===== config.mk =====
export PLATFORM = sky130hd
export DESIGN_NAME = asd_lane
export DESIGN_NICKNAME = d
export VERILOG_FILES = /design/src/asd_pkg.sv /design/src/asd_ram.sv /design/src/asd_lane.sv
export SDC_FILE = /design/constraint.sdc
export NUM_CORES = 2
export LEC_CHECK = 0
export ABC_AREA = 1
export BUFFER_PORTS_ARGS = -buffer_cell sky130_fd_sc_hd__buf_4
export CAP_MARGIN = 10
export CORE_MARGIN = 2
export CORE_UTILIZATION = 61
export CTS_CLUSTER_DIAMETER = 120
export CTS_CLUSTER_SIZE = 20
export DETAILED_ROUTE_END_ITERATION = 8
export PLACE_DENSITY = 0.85
export SLEW_MARGIN = 10
export SYNTH_ARGS = -nofsm -noshare
export SYNTH_HDL_FRONTEND = slang
export SYNTH_HIERARCHICAL = 1
export SYNTH_SLANG_ARGS = --single-unit

===== constraint.sdc =====
create_clock -name clk -period 14.9 [get_ports clk]
set_input_delay 2.235 -clock clk [delete_from_list [all_inputs] [get_ports clk]]
set_output_delay 2.235 -clock clk [all_outputs]
set_load 0.05 [all_outputs]

===== src/asd_pkg.sv =====
// Shared types, constants and width helpers for the accelerometer stillness detector.
`timescale 1ns / 1ps

package asd_pkg;

  localparam int SAMPLE_BITS = 16;
  localparam int LEN_W       = 7;
  localparam int THRESH_W    = 26;
  localparam int TIMEOUT_W   = 20;
  localparam int CFG_W       = 26;
  localparam int CFG_IDX_W   = 2;
  localparam int FRAC_BITS   = 8;
  localparam int DEV_SUM_W   = 26;
  localparam logic [DEV_SUM_W-1:0] DEV_MAX = '1;

  localparam logic [CFG_IDX_W-1:0] REG_WINDOW_LENGTH   = 2'd0;
  localparam logic [CFG_IDX_W-1:0] REG_STILL_THRESHOLD = 2'd1;
  localparam logic [CFG_IDX_W-1:0] REG_TIMEOUT_SAMPLES = 2'd2;

  localparam logic [LEN_W-1:0]     WINDOW_LENGTH_RST   = 7'd32;
  localparam logic [THRESH_W-1:0]  STILL_THRESHOLD_RST = 26'd2560;
  localparam logic [TIMEOUT_W-1:0] TIMEOUT_SAMPLES_RST = 20'd2000;

  localparam int AXES = 3;

  typedef struct packed {
    logic signed [SAMPLE_BITS-1:0] accel_x;
    logic signed [SAMPLE_BITS-1:0] accel_y;
    logic signed [SAMPLE_BITS-1:0] accel_z;
  } sample_word_t;

  typedef struct packed {
    logic [DEV_SUM_W-1:0] deviation_sum;
    logic                 window_full;
    logic                 is_still;
    logic                 timed_out;
    logic                 wait_done;
  } result_word_t;

  typedef struct packed {
    logic upd;
    logic drop;
    logic calc;
    logic ack;
    logic clear;
  } lane_ctl_t;

  // Width of the numerator fed to the divider: (n*Q - S*S) << 16, rounded up to even.
  function automatic int num_width(int window_max);
    int slot_w;
    int sum_w;
    int sq_w;
    int d_w;
    slot_w = $clog2(window_max);
    sum_w  = SAMPLE_BITS + slot_w + 1;
    sq_w   = 2 * SAMPLE_BITS + slot_w;
    d_w    = (LEN_W + sq_w > 2 * sum_w) ? LEN_W + sq_w : 2 * sum_w;
    return ((d_w + 2 * FRAC_BITS + 1) / 2) * 2;
  endfunction

endpackage


===== src/asd_ram.sv =====
// Generic single-write, single-read RAM with registered read data.
`timescale 1ns / 1ps

module asd_ram #(
  parameter int WIDTH = 16,
  parameter int DEPTH = 64,
  localparam int AW = (DEPTH > 1) ? $clog2(DEPTH) : 1
) (
  input  logic             clk,
  input  logic             we,
  input  logic [AW-1:0]    waddr,
  input  logic [WIDTH-1:0] wdata,
  input  logic [AW-1:0]    raddr,
  output logic [WIDTH-1:0] rdata
);

  logic [WIDTH-1:0] mem [DEPTH];

  always_ff @(posedge clk) begin
    if (we) begin
      mem[waddr] <= wdata;
    end
    rdata <= mem[raddr];
  end

endmodule


===== src/asd_lane.sv =====
// One axis lane: sample ring, running sums, serial divider and square root.
`timescale 1ns / 1ps

module asd_lane #(
  parameter int WINDOW_MAX = 64,
  localparam int SLOT_W = $clog2(WINDOW_MAX),
  localparam int NUM_W  = asd_pkg::num_width(WINDOW_MAX),
  localparam int DEV_W  = NUM_W / 2
) (
  input  logic                                  clk,
  input  logic                                  rst,
  input  asd_pkg::lane_ctl_t                    ctl,
  input  logic signed [asd_pkg::SAMPLE_BITS-1:0] sample,
  input  logic [SLOT_W-1:0]                     slot,
  input  logic [asd_pkg::LEN_W-1:0]             n,
  output logic [DEV_W-1:0]                      dev,
  output logic                                  done
);
  import asd_pkg::*;

  localparam int SUM_W = SAMPLE_BITS + SLOT_W + 1;
  localparam int SQ_W  = 2 * SAMPLE_BITS + SLOT_W;
  localparam int D_W   = (LEN_W + SQ_W > 2 * SUM_W) ? LEN_W + SQ_W : 2 * SUM_W;
  localparam int DEN_W = 2 * LEN_W;
  localparam int CNT_W = $clog2(NUM_W + 1);
  localparam int PROD_W = 2 * SAMPLE_BITS;

  localparam logic [2:0] PH_IDLE = 3'd0;
  localparam logic [2:0] PH_MUL  = 3'd1;
  localparam logic [2:0] PH_SUB  = 3'd2;
  localparam logic [2:0] PH_DIV  = 3'd3;
  localparam logic [2:0] PH_SQRT = 3'd4;
  localparam logic [2:0] PH_DONE = 3'd5;

  logic [2:0] phase, phase_next;
  logic [CNT_W-1:0] cnt;

  logic signed [SUM_W-1:0] sum;
  logic [SQ_W-1:0] sq;
  logic [D_W-1:0] nq, ss;
  logic [DEN_W-1:0] den;
  logic [NUM_W-1:0] num;
  logic [DEN_W-1:0] drem;
  logic [DEV_W-1:0] root;
  logic [DEV_W+1:0] srem;

  logic [SAMPLE_BITS-1:0] rdata;
  logic signed [SAMPLE_BITS-1:0] old;
  logic signed [PROD_W-1:0] old_prod, new_prod;
  logic signed [SUM_W-1:0] sum_next;
  logic [SQ_W-1:0] sq_next;
  logic [SUM_W-1:0] smag;
  logic [D_W-1:0] diff;
  logic [DEN_W:0] dtrial;
  logic [DEV_W+1:0] strial, sr2;

  asd_ram #(.WIDTH(SAMPLE_BITS), .DEPTH(WINDOW_MAX)) u_ram (
    .clk   (clk),
    .we    (ctl.upd),
    .waddr (slot),
    .wdata (sample),
    .raddr (slot),
    .rdata (rdata)
  );

  always_comb begin
    old      = signed'(rdata);
    old_prod = old * old;
    new_prod = sample * sample;
    sum_next = sum - (ctl.drop ? SUM_W'(old) : SUM_W'(0)) + SUM_W'(sample);
    sq_next  = sq - (ctl.drop ? SQ_W'(unsigned'(old_prod)) : SQ_W'(0))
               + SQ_W'(unsigned'(new_prod));
    smag     = (sum < 0) ? unsigned'(-sum) : unsigned'(sum);
    diff     = (nq > ss) ? nq - ss : D_W'(0);
    dtrial   = {drem, num[NUM_W-1]};
    sr2      = {srem[DEV_W-1:0], num[NUM_W-1 -: 2]};
    strial   = {root, 2'b01};
  end

  always_comb begin
    phase_next = phase;
    unique case (phase)
      PH_IDLE: if (ctl.calc) phase_next = PH_MUL;
      PH_MUL:  phase_next = PH_SUB;
      PH_SUB:  phase_next = PH_DIV;
      PH_DIV:  if (cnt == CNT_W'(NUM_W - 1)) phase_next = PH_SQRT;
      PH_SQRT: if (cnt == CNT_W'(DEV_W - 1)) phase_next = PH_DONE;
      PH_DONE: if (ctl.ack) phase_next = PH_IDLE;
      default: phase_next = PH_IDLE;
    endcase
  end

  always_ff @(posedge clk) begin
    if (rst) begin
      phase <= PH_IDLE;
      sum   <= '0;
      sq    <= '0;
    end else begin
      phase <= phase_next;
      if (ctl.clear) begin
        sum <= '0;
        sq  <= '0;
      end else if (ctl.upd) begin
        sum <= sum_next;
        sq  <= sq_next;
      end
    end
  end

  always_ff @(posedge clk) begin
    unique case (phase)
      PH_MUL: begin
        nq  <= D_W'(n) * D_W'(sq);
        ss  <= D_W'(smag) * D_W'(smag);
        den <= DEN_W'(n) * DEN_W'(n - LEN_W'(1));
      end
      PH_SUB: begin
        num  <= NUM_W'({diff, (2 * FRAC_BITS)'(0)});
        drem <= '0;
        cnt  <= '0;
      end
      PH_DIV: begin
        // Restoring divide: one quotient bit per cycle, shifted into num.
        if (dtrial >= {1'b0, den}) begin
          drem <= DEN_W'(dtrial - {1'b0, den});
          num  <= {num[NUM_W-2:0], 1'b1};
        end else begin
          drem <= dtrial[DEN_W-1:0];
          num  <= {num[NUM_W-2:0], 1'b0};
        end
        if (cnt == CNT_W'(NUM_W - 1)) begin
          cnt  <= '0;
          srem <= '0;
          root <= '0;
        end else begin
          cnt <= cnt + CNT_W'(1);
        end
      end
      PH_SQRT: begin
        // Digit-by-digit root, two radicand bits per cycle.
        num <= {num[NUM_W-3:0], 2'b00};
        if (sr2 >= strial) begin
          srem <= sr2 - strial;
          root <= {root[DEV_W-2:0], 1'b1};
        end else begin
          srem <= sr2;
          root <= {root[DEV_W-2:0], 1'b0};
        end
        cnt <= cnt + CNT_W'(1);
      end
      default: begin
      end
    endcase
  end

  assign dev  = root;
  assign done = (phase == PH_DONE);

endmodule


### After elaboration in Yosys (flattened, before gate mapping)

Memories as Yosys holds them, arrays and structs flattened. A register that Yosys moved wholly into a read port is not among the register bits.
Cells that the tools add are included.

| storage, ports and cells | value |
|---|---|
| output and inout port bits | 32 |
| RAM bits | 1024 |
| logic and storage cells | 72 |
| memories kept | 1 |
| input bits | 36 |
| bits in registers | 313 |

| cells by class | value |
|---|---|
| multipliers | 5 |
| equality and inequality tests | 11 |
| mux-type cells | 23 |
| reduce and logical (&&, ||, !) cells | 7 |
| $lt $le $gt $ge | 4 |
| $add $sub $neg | 10 |

Memory list:

| memory | words | bits a word | rd ports | clocked after Yosys merged registers in | wr ports | RTL line | text |
|---|---|---|---|---|---|---|---|
| u_ram.mem | 64 | 16 | 1 | 1 | 1 | asd_ram.sv:17 | `logic [WIDTH-1:0] mem [DEPTH];` |

Operators by type and width:

| cell | count |
|---|---|
| 62-bit case mux with 3 select lines | 1 |
| 31-bit case mux with 2 select lines | 2 |
| 31-bit 2-to-1 mux | 3 |
| 16-bit by 16-bit multiplier with 32-bit output | 2 |
| 45-bit by 46-bit greater-than comparator with 1-bit output | 1 |
| 23-bit by 23-bit multiplier with 46-bit output | 1 |
| 23-bit 2-to-1 mux | 2 |
| 46-bit 2-to-1 mux | 1 |
| 45-bit by 46-bit subtractor with 46-bit output | 1 |
| 7-bit by 38-bit multiplier with 45-bit output | 1 |
| 38-bit by 32-bit adder with 38-bit output | 1 |
| 38-bit by 32-bit subtractor with 38-bit output | 1 |
| 33-bit >= comparator | 1 |
| 32-bit 2-to-1 mux | 1 |
| 31-bit subtractor | 1 |
| 14-bit case mux with 2 select lines | 1 |
| 23-bit by 16-bit adder with 23-bit output | 1 |
| 23-bit by 1-bit less-than comparator with 1-bit output, second input constant | 1 |
| 23-bit negator | 1 |
| 23-bit subtractor | 1 |
| 3-bit case mux with 6 select lines | 1 |
| 6-bit case mux with 3 select lines | 1 |
| 15-bit by 14-bit >= comparator with 1-bit output | 1 |
| 8-bit by 8-bit multiplier with 14-bit output | 1 |
| other kinds (19) | 31 |

### Logic depth before layout (Yosys ltp)

| logic depth | value |
|---|---|
| depth in word-level cells | 4 |
| mapped depth | 42 |
| gate-level depth less buffers | 40 |

### Cells and area by module

The synthesis kept the hierarchy.

Modules (own cells, without submodules):

| module | area an instance (um2) | instances | cells an instance | seq. area each (um2) |
|---|---|---|---|---|
| asd_lane | 69404.1 | 1 | 9148 | 8698.3 |
| asd_ram | 42099.1 | 1 | 3517 | 31069.8 |

### Least setup slack after synthesis

No wires, ideal clock.

| path | value |
|---|---|
| path type | input -> register |
| start point | in sample[3] (netlist name) |
| end point | reg sq[37] |
| cell stages on the path | 34 |
| setup time | 0.070 ns |
| slack | 5.761 ns |
| required time | 14.830 ns |
| path buffers | 2 |
| arrival | 9.069 ns |
| cell sequence | clkbuf_1 -> clkbuf_1 -> nand2_1 -> inv_1 -> fa_1 -> fa_1 -> inv_1 -> fa_1 -> inv_1 -> fa_1 -> inv_1 -> fa_1 -> inv_1 -> fa_1 -> ha_1 -> nand2_1 -> nor2_1 -> nand2_1 -> or2_2 -> o211ai_1 -> xor2_1 -> fa_1 -> inv_1 -> ha_1 -> nand2_1 -> nor2_1 -> nand2_1 -> nor2_1 -> nand3_1 -> nand3_1 -> nand2_1 -> nand2_1 -> nand2_1 -> a21oi_1 |

| between the ends | value |
|---|---|
| longest elaborated chain between the ends | 2 |

Ends and longest elaborated chain:

| element | RTL line | text |
|---|---|---|
| start: declaration | asd_lane.sv:13 | `input logic signed [asd_pkg::SAMPLE_BITS-1:0] sample,` |
| 16-bit by 16-bit multiplier with 32-bit output | asd_lane.sv:69 | `new_prod = sample * sample;` |
| 38-bit by 32-bit adder with 38-bit output | asd_lane.sv:72 | `+ SQ_W'(unsigned'(new_prod));` |
| end signal: assignment | asd_lane.sv:105 | `sq <= sq_next;` |
| end: declaration | asd_lane.sv:39 | `logic [SQ_W-1:0] sq;` |

Every way passes these cells.
A chain may end at the register's enable or synchronous reset.

### Final worst setup path

| path | value |
|---|---|
| start point | reg sum[0] |
| end point | reg ss[42], data pin |

| between the ends | value |
|---|---|
| longest elaborated chain between the ends | 3 |
| elaborated cells on any way between the ends | 4 |
| classes of those cells | 1 x add/sub; 1 x mul; 1 x order compare; 1 x mux |

Ends and longest elaborated chain:

| element | RTL line | text |
|---|---|---|
| start: declaration | asd_lane.sv:38 | `logic signed [SUM_W-1:0] sum;` |
| start signal: assignment | asd_lane.sv:104 | `sum <= sum_next;` |
| 23-bit negator or 23-bit by 1-bit less-than comparator with 1-bit output (tied branches) | asd_lane.sv:73 | `smag = (sum < 0) ? unsigned'(-sum) : unsigned'(sum);` |
| 23-bit 2-to-1 mux (*) | asd_lane.sv:73 |  |
| 23-bit by 23-bit multiplier with 46-bit output (*) | asd_lane.sv:114 | `ss <= D_W'(smag) * D_W'(smag);` |
| end signal: assignment | asd_lane.sv:114 |  |
| end: declaration | asd_lane.sv:40 | `logic [D_W-1:0] nq, ss;` |

Mark *: on every way between the ends. The rest lies on a longest branch, timed or not.

==> flow_summary.yaml <==
status:
  status: "finished clean"
timing:
  hold_violations: 0
  timing.fmax_mhz: 99.05
  drv_slew: 0
  setup_tns_ns: 0
  fin_worst_skew_ns: 0.06316
  relSlewSlack: 0.2014
  rsz0062_at_grt: "false"
  period_share: 0.6776
  worst_slew_pin_slew_ns: 1.196
  finalSetupViolations: 0
  period_needed_ns: 10.10
clocking:
  worstSkewPairLatency_ns: 0.76
  cts_tree: "done"
  clockBufferDepth: 3
  post_cts_buffers: 0
  cts_max_level: 3
  hold_buffers: 0
  cts-buffers-inserted: 82
  root_buffer: "clkbuf_16"
  clk_pin_slew_worst_paths_ns: 0.09
  cts_sinks: 1351
  cts_resized: 0
drt:
  drtAntennaViolNets: 0
  drt-initial-drc-count: 10070
  drt_first_pass_iters: 7
  avgRoutedWirePerCell_um: 20.12
  avgViaCountPerCell: 5.745
  drt-total-wl_mm: 299.8
  vias: 85590
  drcViolationCount: 0
floorplanning:
  die_h_um: 431.5
  die_area_sq_um: 186200
  io_pins: 68
  core_area_sq_um: 181100
  initial_core_util: 0.6156
  die_w_um: 431.5
  rows: 156
logic_synthesis:
  ys_warn_count: 6
  ys_seq_area_frac: 0.3567
  synth_top_cell_area_share: 0.3423
  synth_cell_types: 67
  yosys-top-cells-area: "edfxtp_1 (34%), fa_1 (20%), nand2_1 (11%)"
  synth-simple-area-share: 0.2037
  synth_edf_count: 1271
  synth_most_common_cell: "nand2_1"
  synth-compound-area-share: 0.04679
  syn_inst: 12670
  synth-seq-cells: 1351
  async_flop_share: 0
  synth_common_cells: "nand2_1 (3,250), inv_1 (2,439), edfxtp_1 (1,271), nand3_1 (1,130), fa_1 (1,128)"
  synth_fa_ha_area_frac: 0.2692
  ys.flop_type: "edfxtp_1"
  synth_area_per_cell_sq_um: 8.804
  synth_top_cell_by_area: "edfxtp_1"
  syn_area_sq_um: 111500
  synth_top_family_by_area: "adder cells"
  synth_xor_area_frac: 0.01862
  synth.mux.area_fraction: 0
layout:
  drive_above_1_share: 0.02970
  nets: 14250
  area_delta_synth_final_pct: 4.099
  postLayoutCoreUtil: 0.6408
placed_design:
  place_congestion: 1.035
  hpwl_mm: 219.6
  io_buffers: 67
critical_path:
  critPathKind: "flop to flop"
  critPathMaxStageDelay_ns: 0.85
  slowest_stage: "dfxtp_1"
  required_ns: 15.34
  crit_path_frequent_cell: "fa_1"
  critPathCaptureType: "flop"
  cp.arrival_ns: 10.54
  cp_top_family: "adder cells"
  cp_max_fo: 27
  startpoint_type: "flop"
  cp.buffers_inverters: 7
global_routing:
  grt_overflow: 0
  grt_usage: 0.3231
  antenna_found_initial: 10
  grt_pass1_vias: 85650
  grt_max_degree: 225
  grt_pass1_wl_mm: 468.7
flow_run:
  drv_cap: 0
min_path:
  min_path_type: "flop to flop"
-- sequential cells by signal, indices dropped and copies added (netlist names) --
name	cells
sq	38
sum	23
phase	3
srem	31
u_ram/mem	1024
den	13
num	62
drem	14
cnt	6
nq	45
ss	45
u_ram/rdata	16
dev	31
-- worst paths after layout --
check            end     from  cells after the start  slack [ns]
min          sum[12]  sum[12]                      2        0.51
min reg2reg  sum[12]  sum[12]                      2        0.51
max reg2reg   ss[42]   sum[0]                     30        4.80
max           ss[42]   sum[0]                     30        4.80
-- placed cells by master, fill, tap and decap left out, drive strengths merged, types with 2 or more instances in the layout --
master      n
nand2    3254
inv      2462
edfxtp   1271
nand3    1134
fa       1128
nor2      887
ha        594
a21oi     422
o21ai     284
buf       186
xor2      134
clkbuf    106
xnor2      97
nand4      82
dfxtp      80
o21bai     74
nor3       63
o22ai      47
a21o       30
or2        21
a31oi      20
nor4       20
nand3b     17
clkinv     17
o211ai     16
conb       16
a21boi     15
o21a       11
and2        8
and3        5
a31o        4
nor3b       4
o221ai      3
a211oi      2
o2111ai     2
nand2b      2
a22oi       2
a22o        2
-- through the flow --
step                      instance area, sq um  worst slack [ns]  cells  hold WS (ns)
after floorplan                         111600             5.761  12680        0.4492
after global placement                  113600             4.546  14780        0.4636
after detailed placement                113600             4.417  14780        0.4816
after CTS                               116100             5.068  14900        0.5086
after global routing                    116100             4.525  14900        0.5424
final                                   116100             4.804  14900        0.5094
-- cells by family (layout without fill, tap and decap cells) --
kind of cell	count (synthesis)	in the layout
compound gates	938	938
xor+xnor	231	231
fa+ha+maj	1722	1722
buf+inv	2924	2771
flops	1351	1351
other cells	2	17
simple gates	5497	5497
-- tightest hold or removal path, cell delays in order (launching register included) --
cell      delay [ns]
dfxtp_1         0.34
o211ai_1        0.09
inv_1           0.06
-- layer usage --
layer | GRT usage | share of wire | vias up
met4 | 0.1387 | 0.048 | 4
met2 | 0.5315 | 0.47 | 4662
met5 | 0 | 0.000090 | -
met1 | 0.4279 | 0.38 | 40870
li1 | - | - | 39270
met3 | 0.05050 | 0.097 | 782
-- area by class of cell --
type | instances | area, sq um
Sequential cell | 1351 | 39770
Clock inverter | 15 | 315.3
Multi-Input combinational cell | 8404 | 60150
Clock buffer | 106 | 2142
Tap cell | 2370 | 2965
Fill cell | 14300 | 65060
Timing Repair Buffer | 186 | 1449
Inverter | 2464 | 9283
Antenna cell | 1 | 2.502
Power is left out: the tool's default activity adds up to more than one toggle a clock period on the data nets, which glitch-free logic cannot reach.
