$ cat src/asd_pkg.sv
// Shared types, constants and width helpers for the accelerometer stillness detector.
`timescale 1ns / 1ps

package asd_pkg;

  localparam int SAMPLE_BITS = 16;
  localparam int LEN_W       = 7;
  localparam int THRESH_W    = 26;
  localparam int TIMEOUT_W   = 20;
  localparam int CFG_W       = 26;
  localparam int CFG_IDX_W   = 2;
  localparam int FRAC_BITS   = 8;
  localparam int DEV_SUM_W   = 26;
  localparam logic [DEV_SUM_W-1:0] DEV_MAX = '1;

  localparam logic [CFG_IDX_W-1:0] REG_WINDOW_LENGTH   = 2'd0;
  localparam logic [CFG_IDX_W-1:0] REG_STILL_THRESHOLD = 2'd1;
  localparam logic [CFG_IDX_W-1:0] REG_TIMEOUT_SAMPLES = 2'd2;

  localparam logic [LEN_W-1:0]     WINDOW_LENGTH_RST   = 7'd32;
  localparam logic [THRESH_W-1:0]  STILL_THRESHOLD_RST = 26'd2560;
  localparam logic [TIMEOUT_W-1:0] TIMEOUT_SAMPLES_RST = 20'd2000;

  localparam int AXES = 3;

  typedef struct packed {
    logic signed [SAMPLE_BITS-1:0] accel_x;
    logic signed [SAMPLE_BITS-1:0] accel_y;
    logic signed [SAMPLE_BITS-1:0] accel_z;
  } sample_word_t;

  typedef struct packed {
    logic [DEV_SUM_W-1:0] deviation_sum;
    logic                 window_full;
    logic                 is_still;
    logic                 timed_out;
    logic                 wait_done;
  } result_word_t;

  typedef struct packed {
    logic upd;
    logic drop;
    logic calc;
    logic ack;
    logic clear;
  } lane_ctl_t;

  // Width of the numerator fed to the divider: (n*Q - S*S) << 16, rounded up to even.
  function automatic int num_width(int window_max);
    int slot_w;
    int sum_w;
    int sq_w;
    int d_w;
    slot_w = $clog2(window_max);
    sum_w  = SAMPLE_BITS + slot_w + 1;
    sq_w   = 2 * SAMPLE_BITS + slot_w;
    d_w    = (LEN_W + sq_w > 2 * sum_w) ? LEN_W + sq_w : 2 * sum_w;
    return ((d_w + 2 * FRAC_BITS + 1) / 2) * 2;
  endfunction

endpackage

$ cat src/asd_merge.sv
// Merge of the three lane deviations, threshold test and the result register.
`timescale 1ns / 1ps

module asd_merge #(
  parameter int DEV_W = 31
) (
  input  logic                            clk,
  input  logic                            rst,
  input  logic                            load,
  input  logic [DEV_W-1:0]                dev [asd_pkg::AXES],
  input  logic                            full,
  input  logic                            tout,
  input  logic [asd_pkg::THRESH_W-1:0]    threshold,
  output logic                            done_now,
  output logic                            result_valid,
  input  logic                            result_stall,
  output asd_pkg::result_word_t           result
);
  import asd_pkg::*;

  localparam int TOT_W = DEV_W + 2;

  logic [TOT_W-1:0] total;
  logic [DEV_SUM_W-1:0] dsum;
  result_word_t word_next;

  always_comb begin
    total = TOT_W'(dev[0]) + TOT_W'(dev[1]) + TOT_W'(dev[2]);
    if (!full) begin
      dsum = '0;
    end else if (total > TOT_W'(DEV_MAX)) begin
      dsum = DEV_MAX;
    end else begin
      dsum = DEV_SUM_W'(total);
    end
    word_next.deviation_sum = dsum;
    word_next.window_full   = full;
    word_next.is_still      = full && (dsum <= threshold);
    word_next.timed_out     = tout;
    word_next.wait_done     = word_next.is_still || tout;
    done_now                = word_next.wait_done;
  end

  always_ff @(posedge clk) begin
    if (rst) begin
      result_valid <= 1'b0;
    end else if (load) begin
      result_valid <= 1'b1;
    end else if (!result_stall) begin
      result_valid <= 1'b0;
    end
    if (load) begin
      result <= word_next;
    end
  end

endmodule

$ cat config.mk
export PLATFORM = sky130hd
export DESIGN_NAME = asd_merge
export DESIGN_NICKNAME = d
export VERILOG_FILES = /design/src/asd_pkg.sv /design/src/asd_merge.sv
export SDC_FILE = /design/constraint.sdc
export NUM_CORES = 1
export LEC_CHECK = 0
export BUFFER_PORTS_ARGS = -buffer_cell sky130_fd_sc_hd__buf_2
export CAP_MARGIN = 20
export CORE_AREA = 2 2 102 104
export DETAILED_ROUTE_END_ITERATION = 10
export DIE_AREA = 0 0 104 106
export PLACE_DENSITY_LB_ADDON = 0.08
export SLEW_MARGIN = 30
export SYNTH_ARGS = -nofsm -noshare
export SYNTH_HDL_FRONTEND = slang
export SYNTH_SLANG_ARGS = --single-unit
$ cat constraint.sdc
create_clock -name clk -period 17.1 [get_ports clk]
set_input_delay 0.855 -clock clk [delete_from_list [all_inputs] [get_ports clk]]
set_output_delay 0.855 -clock clk [all_outputs]
set_load 0.1 [all_outputs]
# Word-level counts from Yosys, hierarchy flattened
# Cells that the tools add are included.
[totals]
ff_bits = 31
input_bits = 125
out_inout_bits = 32
[op_classes]
n_addsub = 2
order_cmp = 2
n_eq_ne = 1
muxes = 4
reduce_logical = 2
[ops]
columns = ["operator", "n"]
rows = [
  ["2-to-1 mux 26 bit", 2],
  ["adder 32 x 31 -> 33 bit", 1],
  ["> comparator 33 x 26 -> 1 bit (second input constant)", 1],
  ["adder 31 x 31 -> 32 bit", 1],
  ["less-or-equal comparator 26 bit", 1],
  ["2-to-1 mux 1 bit", 2],
  ["inequality test 2 bit (second input constant)", 1],
  ["logical AND 1 bit", 1],
  ["logical OR 1 bit", 1],
]

# Longest topological paths before layout
# Gate-level depths: netlist of run 1.
[depth]
ltp_word = 8
mapped_depth = 26

# Worst setup path before layout of run 1
# Ideal clock, no wire load.
[synth_timing]
path_type = "input to output"
from = "in dev[1] (netlist name)"
to = "out done_now"
arrival_time_ps = 6468
t_required_ps = 16245
slack_ps = 9777
stages = 24
cell_sequence = "inv_1 -> fa_1 -> inv_1 -> ha_1 -> inv_1 -> fa_1 -> nand2b_1 -> a21oi_1 -> o21ai_0 -> a21oi_1 -> o21ai_2 -> o31ai_1 -> xnor2_1 -> o21ai_2 -> buf_2 -> o41a_1 -> ha_1 -> a21o_1 -> a21o_1 -> a221oi_1 -> o21ai_0 -> a21o_1 -> a2111oi_0 -> a311o_1"
[synth_via]
elab_chain_len = 7
[synth_lines]
columns = ["element", "line", "text"]
rows = [
  ["from (decl)", "asd_merge.sv:10", "input logic [DEV_W-1:0] dev [asd_pkg::AXES],"],
  ["adder 32 x 31 -> 33 bit (*)", "asd_merge.sv:28", "total = TOT_W'(dev[0]) + TOT_W'(dev[1]) + TOT_W'(dev[2]);"],
  ["> comparator 33 x 26 -> 1 bit", "asd_merge.sv:31", "end else if (total > TOT_W'(DEV_MAX)) begin"],
  ["2-to-1 mux 26 bit (*)", "asd_merge.sv:31", ""],
  ["2-to-1 mux 26 bit (*)", "asd_merge.sv:29", "if (!full) begin"],
  ["net dsum[15]", "asd_merge.sv:24", "logic [DEV_SUM_W-1:0] dsum;"],
  ["less-or-equal comparator 26 bit (*)", "asd_merge.sv:38", "word_next.is_still = full && (dsum <= threshold);"],
  ["logical AND 1 bit (*)", "asd_merge.sv:38", ""],
  ["logical OR 1 bit (*)", "asd_merge.sv:40", "word_next.wait_done = word_next.is_still || tout;"],
  ["to (decl)", "asd_merge.sv:14", "output logic done_now,"],
]
# Mark *: on every way through the listed nets, which the timed path passes. The rest lies on a longest branch.

# Final worst setup path of run 1
# Ends and elaborated chain as after synthesis.

==> flow_metrics.env, run 1 <==
export IMPL_status="finished, final reports clean"
export IMPL_synthSimpleGateAreaFrac_pct=10.7
export IMPL_worst_clock_skew_ns=0
export IMPL_arrival_ns=6.93
export IMPL_cp_num_buf_inv=5
export IMPL_clk_latency_ns=0.28
export IMPL_yosysTopAreaCellShare_pct=20.8
export IMPL_routed_wl_mm=10.4
export IMPL_post_dp_hpwl_mm=8.94
export IMPL_die_h_um=106
export IMPL_syn_area_um2=4340
export IMPL_yosysSeqAreaShare_pct=21.2
export IMPL_yosysWarningCount=0
export IMPL_cts_hold_buffers=0
export IMPL_synth_compound_area_share_pct=25.2
export IMPL_p_leak_nw=2.48
export IMPL_synth_edff_count=30
export IMPL_cts_tree="done"
export IMPL_crit_path_top_delay_cell="a2111oi_0"
export IMPL_fin_crit_ns=7.78
export IMPL_drive_gt1_share_pct=30.1
export IMPL_clockBufferDepth=2
export IMPL_finalSetupViolations=0
export IMPL_cts_setup_buffers=0
export IMPL_grt_pass1_vias=3687
export IMPL_syn_inst=452
export IMPL_syn2layout_area_growth_pct=22.5
export IMPL_grt_ovfl_total=0
export IMPL_end_kind="output pin"
export IMPL_cp_start_kind="input port"
export IMPL_gp_congestion=0.927
export IMPL_synth_area_leaders="edfxtp_1, ha_1, fa_1"
export IMPL_row_count=37
export IMPL_synth_fa_ha_area_share_pct=30.9
export IMPL_drt_iter0_drc=136
export IMPL_ant_nets=0
export IMPL_rsz0062_at_grt="no"
export IMPL_met1_length_mm=4.22
export IMPL_avgRoutedWirePerCell_um=14.1
export IMPL_muxShareOfSynthArea_pct=0
export IMPL_yosysTopAreaCell="edfxtp_1"
export IMPL_worstMarginPinSlew_ns=0.693
export IMPL_crit_top_cell="a21o_1"
export IMPL_antenna_found_initial=0
export IMPL_die_x_um=104
export IMPL_cp_max_fo=27
export IMPL_fin_crit_sh_pct=45.5
export IMPL_cp_slowest_stage_delay_ns=0.57
export IMPL_cts_repair_resized=0
export IMPL_track_usage_pct=18.4
export IMPL_synthFlopType="edfxtp_1"
export IMPL_io_buffers=156
export IMPL_vias=3885
export IMPL_fill_cells=1006
export IMPL_synth_fp_nets=665
export IMPL_path_clk_slew_ns=0.06
export IMPL_avgSynthCellArea_um2=9.59
export IMPL_met2_length_mm=5.63
export IMPL_synth_xor_area_share_pct=5.80
export IMPL_cts_max_level=2
export IMPL_cts_sinks=31
export IMPL_final_common_cell="buf_2"
export IMPL_wl_met3_um=459
export IMPL_avgViaCountPerCell=5.27
export IMPL_finalHoldViolCount=0
export IMPL_grt_pass1_wl_mm=16.8
export IMPL_diodes=0
export IMPL_ios=157
export IMPL_synthArstFlopShare_pct=0
export IMPL_numCtsBuffers=5
export IMPL_synth_top_family_by_area="adder cells"
export IMPL_worstPathRequired_ns=16.25
export IMPL_vdd_drop_max_mv=0.0429
export IMPL_start_util_pct=43.4
export IMPL_whs_ns=0.483
export IMPL_top_layer="met4"
export IMPL_tns_ns=0
export IMPL_synth_cell_types=52
export IMPL_clockRootBuffer="clkbuf_8"
export IMPL_p_per_area_nw_per_um2=84.0
export IMPL_hold_class="flip-flop to flip-flop"
export IMPL_max_cap_violations=0
export IMPL_max_slew_margin_pct=53.7
export IMPL_die_area_um2=11000
export IMPL_fmax_mhz=129
export IMPL_coreArea_um2=10000
export IMPL_critPathKind="input port to output pin"
export IMPL_fin_nets=813
export IMPL_firstDrtPassIters=4
export IMPL_critPathTopFamily="compound AO/OA/AOI/OAI gates"
export IMPL_ys_ff_latch=31
export IMPL_grt_max_degree=32
export IMPL_layout_common_cells="buf_2, ha_1, inv_1, nand2_1, a21oi_1"
export IMPL_slew_viol_final=0
export IMPL_drc_errors=0
[final timing paths]
check | from | end | slack, ns | depth (start not counted)
min reg2reg | result_valid | result_valid | 0.48 | 2
max | dev[1] | done_now | 9.32 | 26
max reg2reg | result_valid | result_valid | 16.53 | 2
min | result_valid | result_valid | 0.48 | 2
[layer usage]
metal,up-vias,global-route usage [%]
met5,-,0
met4,0,2.99
met3,9,2.33
met2,111,35.1
met1,1804,22.5
li1,1961,-
[flip-flops by register name (all words and copies together) (netlist names)]
name and cells:
result 30, result_valid 1
[cell families after synthesis]
logic type	Yosys count
simple gates	101
flops	31
xor+xnor	27
buf+inv	65
compound gates	140
fa+ha+maj	88
[through the flow]
| stage | instances | util, % | total power [mW] | setup slack, ns | area, um2 |
|---|---|---|---|---|---|
| after floorplan | 452 | - | 0.327 | 9.78 | 4340 |
| after global placement | 729 | 52.2 | 0.387 | 9.56 | 5220 |
| final | 737 | 53.1 | 0.446 | 9.32 | 5310 |
| after detailed placement | 729 | 52.2 | 0.391 | 9.39 | 5220 |
| after CTS | 737 | 53.0 | 0.445 | 9.35 | 5300 |
| after global routing | 737 | 53.1 | 0.481 | 8.83 | 5310 |
[Yosys cell counts, drive strengths merged, types with 4 or more instances]
master	number
ha	56
edfxtp	30
a21o	15
xor2	10
o21ai	27
and2	4
fa	32
nand3	6
clkbuf	6
inv	50
nor2	22
nand4	10
nand2	37
nor3	12
a21oi	42
buf	9
o41a	26
o21a	4
xnor2	17
[where the power goes]
part / internal, mW / total, mW / switching (mW) / leakage, nW
Clock: 0.0288 / 0.0538 / 0.0249 / 0.0395
Combinational: 0.101 / 0.300 / 0.199 / 2.14
Sequential: 0.0911 / 0.0930 / 0.00187 / 0.302
Total: 0.221 / 0.446 / 0.225 / 2.48
[area by class of cell]
type / count / area, um2 / share of cell area, %
Multi-Input combinational cell: 356 / 3170 / 59.7
Sequential cell: 31 / 921 / 17.3
Timing Repair Buffer: 156 / 781 / 14.7
Inverter: 50 / 188 / 3.53
Tap cell: 136 / 170 / 3.20
Clock buffer: 8 / 80.1 / 1.51
[worst reg2reg max path, cell delays in order (launching register included)]
cell	delay, ns
dfxtp_1	0.31
a21oi_1	0.11
nor2_1	0.05
Power figures use the tool's default switching activity.
==> run 2: changes to the inputs <==
--- a/config.mk
+++ b/config.mk
@@ -5,11 +5,12 @@
 export SDC_FILE = /design/constraint.sdc
 export NUM_CORES = 1
 export LEC_CHECK = 0
+export ABC_AREA = 1
 export BUFFER_PORTS_ARGS = -buffer_cell sky130_fd_sc_hd__buf_2
 export CAP_MARGIN = 20
-export CORE_AREA = 2 2 102 104
+export CORE_AREA = 2 2 110 112
 export DETAILED_ROUTE_END_ITERATION = 10
-export DIE_AREA = 0 0 104 106
+export DIE_AREA = 0 0 112 114
 export PLACE_DENSITY_LB_ADDON = 0.08
 export SLEW_MARGIN = 30
 export SYNTH_ARGS = -nofsm -noshare
==> constraint.sdc (replaced) <==
create_clock -name clk -period 6.8 [get_ports clk]
set_input_delay 0.34 -clock clk [delete_from_list [all_inputs] [get_ports clk]]
set_output_delay 0.34 -clock clk [all_outputs]
set_load 0.1 [all_outputs]
==> flow_metrics.env, run 2 <==
export IMPL_clkPwrFrac_pct=17.6
export IMPL_post_dp_hpwl_mm=11.8
export IMPL_yosysWarningCount=0
export IMPL_place_inst=1028
export IMPL_synthArstFlopShare_pct=0
export IMPL_ios=157
export IMPL_clk_latency_ns=0.28
export IMPL_drive_gt1_share_pct=22.6
export IMPL_met1_usage_pct=27.3
export IMPL_synth_area_leaders="edfxtp_1, nand2_1, ha_1"
export IMPL_busiest_layer="met2"
export IMPL_worstPathRequired_ns=6.46
export IMPL_worst_clock_skew_ns=0
export IMPL_rsz0062_at_grt="no"
export IMPL_fin_crit_sh_pct=78.8
export IMPL_synth_edff_count=30
export IMPL_clockRootBuffer="clkbuf_16"
export IMPL_grt_pass1_wl_mm=22.0
export IMPL_min_delay_path_depth=2
export IMPL_ff_latch_area_um2=921
export IMPL_routed_wl_mm=13.2
export IMPL_firstDrtPassIters=4
export IMPL_yosysSeqAreaShare_pct=18.2
export IMPL_avgViaCountPerCell=4.70
export IMPL_pre_cts_slack_ns=1.47
export IMPL_p_per_area_nw_per_um2=217
export IMPL_cts_hold_buffers=0
export IMPL_end_kind="output pin"
export IMPL_grt_max_degree=32
export IMPL_diodes=0
export IMPL_grt_pass1_vias=4836
export IMPL_top_regs="result (30), result_valid (1)"
export IMPL_drc_errors=0
export IMPL_ant_nets=0
export IMPL_met3_usage_pct=2.13
export IMPL_synth_most_common_cell="nand2_1"
export IMPL_top_register="result"
export IMPL_r2r_start="result_valid"
export IMPL_crit_path_top_delay_cell="fa_1"
export IMPL_worstMarginPinSlew_ns=0.689
export IMPL_synthFlopType="edfxtp_1"
export IMPL_finalHoldViolCount=0
export IMPL_cts_tree="done"
export IMPL_syn_area_um2=5070
export IMPL_syn_inst=734
export IMPL_ys_ff_latch=31
export IMPL_fill_cells=1196
export IMPL_drt_iter0_drc=222
export IMPL_yosysTopAreaCell="edfxtp_1"
export IMPL_cp_start_kind="input port"
export IMPL_die_h_um=114
export IMPL_synth_top_cells_by_count="nand2_1, inv_1, ha_1"
export IMPL_cts_repair_resized=0
export IMPL_hold_start="rst"
export IMPL_max_cap_violations=0
export IMPL_final_common_cell="nand2_1"
export IMPL_p_leak_nw=3.56
export IMPL_antenna_found_initial=0
export IMPL_met2_usage_pct=37.9
export IMPL_row_count=40
export IMPL_cp_slowest_stage_delay_ns=0.52
export IMPL_combPwrFrac_pct=64.7
export IMPL_r2r_end="result_valid"
export IMPL_finalSetupViolations=0
export IMPL_vdd_drop_max_mv=0.263
export IMPL_grt_ovfl_total=0
export IMPL_syn2layout_area_growth_pct=20.7
export IMPL_synth_cell_types=36
export IMPL_critPathKind="input port to output pin"
export IMPL_numCtsBuffers=5
export IMPL_die_x_um=112
export IMPL_cts_max_level=2
export IMPL_die_area_um2=12800
export IMPL_tns_ns=0
export IMPL_track_usage_pct=21.1
export IMPL_yosysTopAreaCellShare_pct=17.8
export IMPL_crit_top_cell="nand2_1"
export IMPL_clockBufferDepth=2
export IMPL_hold_class="input port to flip-flop"
export IMPL_path_clk_slew_ns=0.05
export IMPL_slew_viol_final=0
export IMPL_cts_setup_buffers=0
export IMPL_fin_cells=1036
export IMPL_seqPwrFrac_pct=17.7
export IMPL_avgSynthCellArea_um2=6.91
export IMPL_status="finished, final reports clean"
export IMPL_fmax_mhz=187
export IMPL_max_slew_margin_pct=54.0
export IMPL_start_util_pct=43.3
export IMPL_gp_congestion=0.875
export IMPL_cp_max_fo=26
export IMPL_cts_sinks=31
export IMPL_vias=4869
export IMPL_rrSetupSlack_ns=6.22
export IMPL_fin_nets=1101
export IMPL_synth_fp_nets=947
export IMPL_io_buffers=156
export IMPL_arrival_ns=5.02
export IMPL_intPower_mw=0.649
export IMPL_layout_common_cells="nand2_1, inv_1, buf_2, ha_1, nor2_1"
export IMPL_min_to="result_valid"
export IMPL_multi_input_area_um2=3420
export IMPL_coreArea_um2=11700
export IMPL_setup_slack_ns=1.44
export IMPL_fin_crit_ns=5.36
export IMPL_avgRoutedWirePerCell_um=12.7
export IMPL_largest_reg_flops=30
export IMPL_swShare_pct=51.1
export IMPL_power_switching_mw=0.678
export IMPL_r2r_cells=2
## run 2: power groups by stage
stage	Sequential, mW	Clock [mW]	Combinational [mW]
5_1_grt	0.237	0.246	0.962
4_1_cts	0.236	0.237	0.864
6_report	0.235	0.233	0.858
2_1_floorplan	0.368	0	0.539
3_3_place_gp	0.239	0	0.855
3_5_place_dp	0.239	0	0.861
## run 2: cell type report
type / count / share of cell area (%)
inverters: 175 / 10.7
well taps: 147 / 3.01
flip-flops and latches: 31 / 15.1
repair buffers: 156 / 12.8
clock buffers: 8 / 2.56
multi-input cells: 519 / 55.9
## run 2: worst max-delay path by stage
stage	from	endpoint	slack, ns	depth (start not counted)
3_3_place_gp	dev[14]	done_now	1.51	26
2_1_floorplan	dev[1]	done_now	1.94	27
6_report	dev[14]	done_now	1.44	26
5_1_grt	dev[14]	done_now	1.06	26
3_5_place_dp	dev[14]	done_now	1.47	26
4_1_cts	dev[14]	done_now	1.45	26
## run 2: cell families (layout without fill, tap and decap cells)
kind of cell	count (synthesis)	after routing	synth area share, %
AND/OR/NAND/NOR	360	360	31.8
buffers and inverters	184	339	14.4
adder cells (fa/ha/maj)	88	88	26.5
AO/OA/AOI/OAI	48	48	5.16
flip-flops	31	31	18.2
XOR/XNOR	23	23	3.97
## run 2: worst max-delay path, delay by kind of cell
kind,cells,cell delay (ns)
adder cells (fa/ha/maj),3,1.19
buffers and inverters,6,0.69
AND/OR/NAND/NOR,15,2.41
AO/OA/AOI/OAI,2,0.37
## run 2: stage by stage
| stage | hold WS [ns] | cell area (um2) | util [%] | power, mW |
|---|---|---|---|---|
| after floorplan | 0.412 | 5070 | - | 0.907 |
| after global placement | 0.461 | 5960 | 50.9 | 1.09 |
| after detailed placement | 0.500 | 5960 | 50.9 | 1.10 |
| after CTS | 0.211 | 6120 | 52.2 | 1.34 |
| after global routing | 0.208 | 6120 | 52.2 | 1.44 |
| final | 0.216 | 6120 | 52.2 | 1.33 |
## run 2: metal layers
layer  wire, um  part of all wire [%]
met3        678                   5.1
met5          0                     0
met4        214                   1.6
met2       6150                    47
met1       6140                    47
==> run 3: changes to the inputs <==
==> constraint.sdc (replaced) <==
create_clock -name clk -period 4.9 [get_ports clk]
set_input_delay 0.245 -clock clk [delete_from_list [all_inputs] [get_ports clk]]
set_output_delay 0.245 -clock clk [all_outputs]
set_load 0.1 [all_outputs]
==> flow_metrics.env, run 3 (synthesis results as in run 2) <==
export IMPL_ios=157
export IMPL_start_util_pct=43.3
export IMPL_largest_reg_flops=30
export IMPL_worst_clock_skew_ns=0
export IMPL_vias=5027
export IMPL_worstMarginPinSlew_ns=0.713
export IMPL_routed_wl_mm=13.6
export IMPL_hold_class="input port to flip-flop"
export IMPL_grt_pass1_wl_mm=21.7
export IMPL_pre_cts_slack_ns=0.0760
export IMPL_gp_congestion=0.886
export IMPL_avgViaCountPerCell=4.78
export IMPL_crit_path_top_delay_cell="or4_4"
export IMPL_ant_nets=0
export IMPL_cts_sinks=31
export IMPL_final_common_cell="nand2_1"
export IMPL_top_regs="result (30), result_valid (1)"
export IMPL_multi_input_area_um2=3520
export IMPL_p_leak_nw=3.66
export IMPL_grt_ovfl_total=0
export IMPL_critPathKind="input port to output pin"
export IMPL_grt_max_degree=32
export IMPL_path_clk_slew_ns=0.05
export IMPL_tns_ns=0
export IMPL_row_count=40
export IMPL_fin_cells=1052
export IMPL_fmax_mhz=217
export IMPL_cts_hold_buffers=0
export IMPL_arrival_ns=4.37
export IMPL_vdd_drop_max_mv=0.316
export IMPL_fin_nets=1117
export IMPL_avgRoutedWirePerCell_um=13.0
export IMPL_coreArea_um2=11700
export IMPL_fin_crit_ns=4.61
export IMPL_clk_latency_ns=0.28
export IMPL_die_area_um2=12800
export IMPL_grt_pass1_vias=4727
export IMPL_syn2layout_area_growth_pct=25.7
export IMPL_max_slew_margin_pct=52.4
export IMPL_ff_latch_area_um2=921
export IMPL_post_dp_hpwl_mm=11.8
export IMPL_layout_common_cells="nand2_1, inv_1, buf_2, ha_1, nor2_1"
export IMPL_diodes=0
export IMPL_cp_slowest_stage_delay_ns=0.48
export IMPL_track_usage_pct=20.9
export IMPL_numCtsBuffers=5
export IMPL_finalHoldViolCount=0
export IMPL_antenna_found_initial=0
export IMPL_worstPathRequired_ns=4.66
export IMPL_clockRootBuffer="clkbuf_16"
export IMPL_fill_cells=1180
export IMPL_slew_viol_final=0
export IMPL_max_cap_violations=0
export IMPL_drc_errors=0
export IMPL_top_register="result"
export IMPL_utilization_pct=54.4
export IMPL_die_x_um=112
export IMPL_die_h_um=114
export IMPL_setup_slack_ns=0.290
export IMPL_clockBufferDepth=2
export IMPL_cp_start_kind="input port"
export IMPL_finalSetupViolations=0
export IMPL_drive_gt1_share_pct=25.6
export IMPL_drt_iter0_drc=287
export IMPL_crit_top_cell="nand2_1"
export IMPL_cts_max_level=2
export IMPL_firstDrtPassIters=5
export IMPL_fin_crit_sh_pct=94.1
export IMPL_cp_max_fo=6
export IMPL_end_kind="output pin"
export IMPL_io_buffers=156
export IMPL_p_per_area_nw_per_um2=306
export IMPL_cts_tree="done"
export IMPL_status="finished, final reports clean"
export IMPL_place_inst=1033
run 3: cell type report:
class | instances | area share [%]
Timing Repair Buffer | 171 | 14.7
Multi-Input combinational cell | 520 | 55.2
Tap cell | 147 | 2.89
Sequential cell | 31 | 14.5
Clock buffer | 8 | 2.45
Inverter | 175 | 10.3
run 3: per-stage QoR:
step | power, mW | instance area, um2 | hold WS (ns)
after floorplan | 1.26 | 5070 | 0.317
final | 1.95 | 6370 | 0.117
after detailed placement | 1.55 | 6030 | 0.407
after global routing | 2.11 | 6370 | 0.117
after CTS | 1.88 | 6180 | 0.113
after global placement | 1.54 | 6030 | 0.401
run 3: path summary, 6_finish.rpt:
path / from / endpoint / slack [ns] / depth (start not counted)
max: dev[1] / done_now / 0.29 / 29
min: rst / result_valid / 0.12 / 2
max reg2reg: result_valid / result_valid / 4.33 / 2
min reg2reg: result_valid / result_valid / 0.48 / 2
run 3: repair_timing:
item / in CTS / in global routing
endpoints found under the setup margin: 0 / 1
endpoints found under the hold margin: 0 / 0
buffers inserted: 0 / 10
resized for setup: 0 / 24
run 3: layer usage:
layer / up-vias / share of wire (%) / wire length [um] / track usage [%]
li1: 2605 / - / - / -
met1: 2247 / 45 / 6120 / 27.3
met2: 161 / 48 / 6510 / 36.8
met3: 14 / 5.3 / 726 / 2.13
met4: 0 / 2.0 / 266 / 5.93
met5: - / 0 / 0 / 0
run 3: where the power goes:
part | leakage (nW) | switching [mW] | internal (mW)
logic | 3.28 | 0.858 | 0.443
clock network | 0.0772 | 0.108 | 0.216
registers | 0.302 | 0.00534 | 0.320
run 3: critical path: cells and delay by family:
family | cells | cell delay (ns)
simple gates | 17 | 2.02
fa+ha+maj | 4 | 1.36
buf+inv | 8 | 0.72
